<file path="src/dpsm_pkg.sv">
// Shared types and controlword and statusword constants for the drive power state machine.
package dpsm_pkg;

    // Statusword remote bit, always set.
    localparam logic [15:0] SW_RMT_BIT     = 16'h0200;

    // Controlword masks and match values.
    localparam logic [15:0] CW_MASK_SHUT   = 16'h0087;
    localparam logic [15:0] CW_VAL_SHUT    = 16'h0006;
    localparam logic [15:0] CW_MASK_CMD    = 16'h008F;
    localparam logic [15:0] CW_VAL_SWON    = 16'h0007;
    localparam logic [15:0] CW_VAL_ENOP    = 16'h000F;
    localparam logic [15:0] CW_MASK_DISV   = 16'h0082;
    localparam logic [15:0] CW_MASK_QSTOP  = 16'h0004;
    localparam logic [15:0] CW_FLT_RST     = 16'h0080;

    // Statusword state bits.
    localparam logic [15:0] SW_DISABLED    = 16'h0040;
    localparam logic [15:0] SW_READY       = 16'h0021;
    localparam logic [15:0] SW_SWITCHED    = 16'h0033;
    localparam logic [15:0] SW_OPENABLED   = 16'h0037;
    localparam logic [15:0] SW_QSTOP       = 16'h0017;
    localparam logic [15:0] SW_FLT_STATE   = 16'h0008;

    // Request kinds.
    localparam logic CMD_TICK  = 1'b0;
    localparam logic CMD_FAULT = 1'b1;

    typedef struct packed {
        logic        cmd;
        logic [15:0] controlword;
        logic [15:0] fault_code;
        logic        fault_cleared;
    } dpsm_in_t;

    typedef struct packed {
        logic [15:0] status_word;
        logic [2:0]  state_code;
        logic [15:0] last_error;
        logic        power_on_pulse;
        logic        power_off_pulse;
        logic        drive_on_pulse;
        logic        drive_off_pulse;
        logic        quick_stop_pulse;
        logic        fault_react_pulse;
    } dpsm_out_t;

endpackage

</file>
<file path="src/drive_power_state_machine.sv">
// Drive power state machine: input register, transition logic, result register.
// A request waits in the input register until the result register is free or being emptied.
// Throughput: one request per cycle while the result side keeps taking results.
// The state and error latch update as a request moves into the result register.
// Reset: state switch-on-disabled, error latch zero, both stages empty.
module drive_power_state_machine (
    input  logic                clk,
    input  logic                rst_n,
    input  logic                req_valid,
    output logic                req_ready,
    input  dpsm_pkg::dpsm_in_t  req_data,
    output logic                rsp_valid,
    input  logic                rsp_ready,
    output dpsm_pkg::dpsm_out_t rsp_data
);
    import dpsm_pkg::*;

    typedef enum logic [2:0] {
        ST_DISABLED  = 3'd0,
        ST_READY     = 3'd1,
        ST_SWITCHED  = 3'd2,
        ST_OPENABLED = 3'd3,
        ST_QSTOP     = 3'd4,
        ST_FAULT     = 3'd5
    } drive_state_t;

    drive_state_t state_reg, state_next;
    logic [15:0]  error_reg, error_next;
    logic         in_vld_reg;
    dpsm_in_t     in_reg;
    logic         out_vld_reg;
    dpsm_out_t    out_reg, out_next;
    logic         advance;
    logic [15:0]  cw;
    logic         p_on, p_off, d_on, d_off, qs, fr;

    function automatic logic [15:0] status_of(drive_state_t s);
        logic [15:0] sw;
        sw = SW_RMT_BIT;
        unique case (s)
            ST_DISABLED:  sw = sw | SW_DISABLED;
            ST_READY:     sw = sw | SW_READY;
            ST_SWITCHED:  sw = sw | SW_SWITCHED;
            ST_OPENABLED: sw = sw | SW_OPENABLED;
            ST_QSTOP:     sw = sw | SW_QSTOP;
            ST_FAULT:     sw = sw | SW_FLT_STATE;
            default:      sw = SW_RMT_BIT;
        endcase
        return sw;
    endfunction

    // Move the held request on when the result register is free or being emptied.
    assign advance   = in_vld_reg && (!out_vld_reg || rsp_ready);
    assign req_ready = !in_vld_reg || advance;
    assign rsp_valid = out_vld_reg;
    assign rsp_data  = out_reg;
    assign cw        = in_reg.controlword;

    always_comb
    begin
        state_next = state_reg;
        error_next = error_reg;
        p_on  = 1'b0;
        p_off = 1'b0;
        d_on  = 1'b0;
        d_off = 1'b0;
        qs    = 1'b0;
        fr    = 1'b0;
        if (in_reg.cmd == CMD_FAULT)
        begin
            error_next = in_reg.fault_code;
            state_next = ST_FAULT;
            fr         = 1'b1;
        end
        else
        begin
            unique case (state_reg)
                ST_DISABLED:
                begin
                    if ((cw & CW_MASK_SHUT) == CW_VAL_SHUT)
                        state_next = ST_READY;
                end
                ST_READY:
                begin
                    priority if ((cw & CW_MASK_CMD) == CW_VAL_SWON)
                    begin
                        state_next = ST_SWITCHED;
                        p_on       = 1'b1;
                    end
                    else if ((cw & CW_MASK_DISV) == 16'h0000)
                    begin
                        state_next = ST_DISABLED;
                        p_off      = 1'b1;
                    end
                    else
                    begin
                        state_next = state_reg;
                    end
                end
                ST_SWITCHED:
                begin
                    priority if ((cw & CW_MASK_CMD) == CW_VAL_ENOP)
                    begin
                        state_next = ST_OPENABLED;
                        d_on       = 1'b1;
                    end
                    else if ((cw & CW_MASK_SHUT) == CW_VAL_SHUT)
                    begin
                        state_next = ST_READY;
                        p_off      = 1'b1;
                    end
                    else if ((cw & CW_MASK_DISV) == 16'h0000)
                    begin
                        state_next = ST_DISABLED;
                        p_off      = 1'b1;
                    end
                    else
                    begin
                        state_next = state_reg;
                    end
                end
                ST_OPENABLED:
                begin
                    priority if ((cw & CW_MASK_CMD) == CW_VAL_SWON)
                    begin
                        state_next = ST_SWITCHED;
                        d_off      = 1'b1;
                    end
                    else if ((cw & CW_MASK_QSTOP) == 16'h0000)
                    begin
                        state_next = ST_QSTOP;
                        qs         = 1'b1;
                    end
                    else if ((cw & CW_MASK_DISV) == 16'h0000)
                    begin
                        state_next = ST_DISABLED;
                        d_off      = 1'b1;
                        p_off      = 1'b1;
                    end
                    else
                    begin
                        state_next = state_reg;
                    end
                end
                ST_QSTOP:
                begin
                    // among controlwords, only enable operation leaves quick stop
                    if ((cw & CW_MASK_CMD) == CW_VAL_ENOP)
                    begin
                        state_next = ST_OPENABLED;
                        d_on       = 1'b1;
                    end
                end
                ST_FAULT:
                begin
                    // hold fault until a fault reset is asked and the hardware reports it clear
                    if (((cw & CW_FLT_RST) != 16'h0000) && in_reg.fault_cleared)
                        state_next = ST_DISABLED;
                end
                default:
                begin
                    state_next = state_reg;
                end
            endcase
        end

        out_next.status_word       = status_of(state_next);
        out_next.state_code        = state_next;
        out_next.last_error        = error_next;
        out_next.power_on_pulse    = p_on;
        out_next.power_off_pulse   = p_off;
        out_next.drive_on_pulse    = d_on;
        out_next.drive_off_pulse   = d_off;
        out_next.quick_stop_pulse  = qs;
        out_next.fault_react_pulse = fr;
    end

    always_ff @(posedge clk or negedge rst_n)
    begin
        if (!rst_n)
        begin
            state_reg   <= ST_DISABLED;
            error_reg   <= 16'h0000;
            in_vld_reg  <= 1'b0;
            in_reg      <= '0;
            out_vld_reg <= 1'b0;
            out_reg     <= '0;
        end
        else
        begin
            if (req_valid && req_ready)
            begin
                in_reg <= req_data;
            end
            if (req_ready)
            begin
                in_vld_reg <= req_valid;
            end
            if (advance)
            begin
                state_reg   <= state_next;
                error_reg   <= error_next;
                out_reg     <= out_next;
                out_vld_reg <= 1'b1;
            end
            else if (rsp_ready)
            begin
                out_vld_reg <= 1'b0;
            end
        end
    end

    a_fault_lands: assert property (@(posedge clk) disable iff (!rst_n)
        (advance && in_reg.cmd == CMD_FAULT) |=>
            (rsp_data.state_code == ST_FAULT) && rsp_data.fault_react_pulse)
        else $error("fault event did not land in the fault state");

    a_state_matches: assert property (@(posedge clk) disable iff (!rst_n)
        rsp_valid |-> (rsp_data.state_code == state_reg)
                      && (rsp_data.last_error == error_reg))
        else $error("shown result disagrees with the held state");

    a_power_pulses: assert property (@(posedge clk) disable iff (!rst_n)
        rsp_valid |-> !(rsp_data.power_on_pulse && rsp_data.power_off_pulse)
                      && !(rsp_data.drive_on_pulse && rsp_data.drive_off_pulse))
        else $error("opposing action pulses raised together");

    a_stall_only: assert property (@(posedge clk) disable iff (!rst_n)
        !req_ready |-> (rsp_valid && !rsp_ready))
        else $error("request side stalled without a result stall");

endmodule
</file>
<file path="config.mk">
export PLATFORM = sky130hd
export DESIGN_NAME = drive_power_state_machine
export DESIGN_NICKNAME = d
export VERILOG_FILES = /design/src/dpsm_pkg.sv /design/src/drive_power_state_machine.sv
export SDC_FILE = /design/constraint.sdc
export NUM_CORES = 1
export LEC_CHECK = 0
export BUFFER_PORTS_ARGS = -buffer_cell sky130_fd_sc_hd__buf_2
export CORE_AREA = 3 3 97 99
export CTS_CLUSTER_DIAMETER = 120
export DETAILED_ROUTE_END_ITERATION = 16
export DIE_AREA = 0 0 100 102
export SLEW_MARGIN = 20
export SYNTH_ARGS = -nofsm -noshare
export SYNTH_HDL_FRONTEND = slang
export SYNTH_SLANG_ARGS = --single-unit
export TNS_END_PERCENT = 20
</file>
<file path="constraint.sdc">
create_clock -name clk -period 1.65 [get_ports clk]
set_input_delay 0.4125 -clock clk [delete_from_list [all_inputs] [get_ports clk]]
set_output_delay 0.4125 -clock clk [all_outputs]
set_load 0.01 [all_outputs]
</file>
==> impl_metrics.env <==
export IMPL_hold_violations=0
export IMPL_ir_worst_vdd_v=0.000501
export IMPL_largest_reg_flops=32
export IMPL_synth_simple_area_share_pct=11.5
export IMPL_cts_root_buf="clkbuf_8"
export IMPL_rsz0062_at_grt="true"
export IMPL_nets=334
export IMPL_syn_cell_area_um2=2500
export IMPL_postCtsHoldBufs=0
export IMPL_grt_start_max_net_pins=58
export IMPL_placed_area_um2=3090
export IMPL_maxCapViolCount=0
export IMPL_via_per_inst=4.56
export IMPL_synthAdderAreaFrac_pct=0
export IMPL_p_leak_nw=1.59
export IMPL_core_um2=8640
export IMPL_worst_setup_path_end_kind="flip-flop"
export IMPL_start_kind="flip-flop"
export IMPL_critPathArrivalTime_ps=1910
export IMPL_synthToLayoutAreaGrowth_pct=35.8
export IMPL_antenna_found_initial=0
export IMPL_first_global_vias=1935
export IMPL_pre_cts_slack_ps=-112
export IMPL_hp_class="input pin to asynchronous set/reset pin"
export IMPL_drtIter0Drc=38
export IMPL_synth_seq_cells=57
export IMPL_crit_slowest_cell="dfrtp_1"
export IMPL_setup_viol=1
export IMPL_p_per_area_nw_per_um2=1360
export IMPL_grt_overflow_total=0
export IMPL_synth_edf_count=0
export IMPL_clkSinkCount=57
export IMPL_rows=34
export IMPL_start_util_pct=28.9
export IMPL_globalRouteTotalUtil_pct=11.3
export IMPL_synthXorXnorAreaFrac_pct=0.351
export IMPL_fin_util_pct=39.3
export IMPL_critical_path_class="flip-flop to flip-flop"
export IMPL_cpPeakStageDelay_ps=400
export IMPL_synthCells=205
export IMPL_final_antenna_net_count=0
export IMPL_fin_crit_ps=1670
export IMPL_required_ps=1880
export IMPL_htree_num_levels=3
export IMPL_fmax_mhz=597
export IMPL_violations="negative setup slack"
export IMPL_die_area_um2=10200
export IMPL_first_pass_iters=4
export IMPL_drive_gt1_share_pct=54.5
export IMPL_io_pins=81
export IMPL_wl_per_cell_um=13.2
export IMPL_vias=1863
export IMPL_run_status="complete, but fails checks"
export IMPL_worst_slack_ps=-23.9
export IMPL_synthMuxAreaShare_pct=17.6
export IMPL_nFillCells=851
export IMPL_period_share_pct=101
export IMPL_clkLatencyLatePin_ps=320
export IMPL_worst_path_buf_inv=1
export IMPL_post_synth_cell_area_avg_um2=12.2
export IMPL_ys_types=39
export IMPL_async_reset_ff_share_pct=100
export IMPL_dieWidth_um=100
export IMPL_n_antenna_cell=0
export IMPL_die_h_um=102
export IMPL_design_area_um2=3390
export IMPL_place_hpwl_um=3800
export IMPL_drt_total_wl_um=5400
export IMPL_slew_violations=0
export IMPL_gp_congestion=0.810
export IMPL_drc=0
export IMPL_path_cells="and4bb_1, buf_4, nand4_1, o21ai_2, nor2_2, or3_1, o211ai_1"
export IMPL_ys_seq_area_share_pct=57.1
export IMPL_ys_warn_count=0
export IMPL_cts_clk_slew_worst_paths_ps=70
export IMPL_port_buffers=61
export IMPL_cp_top_family="simple AND/OR/NAND/NOR gates"
export IMPL_cp_max_fo=3
export IMPL_final_setup_skew_ps=8.93
export IMPL_grt_pass1_wl_um=9030
export IMPL_clk_path_buf_depth=2
export IMPL_synth_top_family_by_area="multiplexers"
export IMPL_cts_tree="built"
export IMPL_synthFlopType="dfrtp_1"
export IMPL_cts_buffers=9
export IMPL_synth_compound_area_share_pct=8.31
-- worst paths after layout --
kind	startpoint	endpoint	slack [ps]	depth (start not counted)
worst min-delay path	rst_n	rsp_data[2]$_DFFE_PN0P_	60	2
worst max-delay path	rsp_data[22]$_DFFE_PN0P_	rsp_data[27]$_DFFE_PN0P_	-20	7
max in group asynchronous	rst_n	cw[2]$_DFFE_PN0P_	1290	2
min in group clk	req_data[19]	cw[2]$_DFFE_PN0P_	320	2
worst min register to register	rsp_data[34]$_DFFE_PN0P_	rsp_data[34]$_DFFE_PN0P_	470	1
worst max register to register	rsp_data[22]$_DFFE_PN0P_	rsp_data[27]$_DFFE_PN0P_	-20	7
-- cells by family (layout without fill, tap and decap cells) --
kind of cell | count (synthesis) | after routing
compound gates | 31 | 31
xor+xnor | 1 | 1
buf+inv | 23 | 112
flops | 57 | 57
mux | 39 | 39
other cells | 1 | 8
simple gates | 53 | 53
-- cells in the final DEF (no fill, tap or decap), types with 2 or more instances in the layout --
| cell | netlist | layout |
|---|---|---|
| a21oi_1 | 5 | 4 |
| a22o_1 | 3 | 3 |
| buf_12 | 0 | 2 |
| buf_2 | 5 | 61 |
| buf_4 | 9 | 32 |
| bufinv_16 | 0 | 2 |
| clkbuf_8 | 0 | 11 |
| clkinv_2 | 0 | 2 |
| conb_1 | 1 | 8 |
| dfrtp_1 | 57 | 55 |
| dfrtp_2 | 0 | 2 |
| mux2_2 | 39 | 39 |
| nand2_1 | 21 | 21 |
| nand2b_1 | 8 | 8 |
| nand3_1 | 3 | 3 |
| nand3b_1 | 2 | 2 |
| nor2_1 | 4 | 3 |
| nor2b_1 | 3 | 2 |
| o211ai_1 | 3 | 3 |
| o21a_1 | 2 | 2 |
| o21ai_0 | 9 | 7 |
| or3_1 | 2 | 2 |
-- cell usage after synthesis (all sizes together), types with 2 or more instances --
library cell / number / share of area [%]
nand2: 21 / 3.2
o21a: 2 / 0.60
a22o: 3 / 1.1
o21ai: 9 / 1.8
and4bb: 2 / 1.0
mux2: 39 / 18
nand3b: 2 / 0.60
nor2b: 3 / 0.75
nand2b: 8 / 2.0
buf: 17 / 4.2
or3: 2 / 0.50
nor2: 4 / 0.60
o31ai: 2 / 0.60
o211ai: 3 / 0.90
clkbuf: 5 / 0.75
a21oi: 5 / 1.0
nand3: 4 / 1.0
dfrtp: 57 / 57
-- metrics by stage --
step / instances / hold slack (ps) / power (mW) / TNS (ps)
2_1_floorplan: 212 / 117 / 2.57 / -1040
3_3_place_gp: 388 / 438 / 3.08 / -265
3_5_place_dp: 388 / 440 / 3.11 / -279
4_1_cts: 409 / 72.5 / 4.67 / -20.2
5_1_grt: 409 / 82.1 / 4.92 / -350
6_report: 409 / 59.1 / 4.60 / -23.9
-- area by class of cell --
class,count,area [µm²],share of cell area [%]
Sequential cell,57,1430,42.1
Multi-Input combinational cell,132,1010,29.8
Clock inverter,5,77.6,2.29
Tap cell,108,135,3.98
Clock buffer,11,151,4.46
Timing Repair Buffer,95,586,17.3
Inverter,1,3.75,0.111
-- report_power, final --
part	total, mW	switching (mW)	internal (mW)
Sequential	1.89	0.176	1.71
Combinational	1.24	0.583	0.652
Clock	1.48	0.552	0.927
Total	4.60	1.31	3.29
-- layer usage --
layer | GRT usage, % | share of wire [%]
met1 | 13.0 | 42
met5 | 0 | 0
met3 | 4.64 | 7.5
met2 | 19.2 | 50
met4 | 3.94 | 1.1
-- timing repair --
item / 4_1_cts / 5_1_grt
setup endpoints to repair: 6 / 6
setup buffers: 5 / 0
gates resized for setup: 8 / 5
pin swaps: 7 / 2
hold endpoints to repair: 0 / 0
No activity file was read; power rests on OpenSTA's default activity.
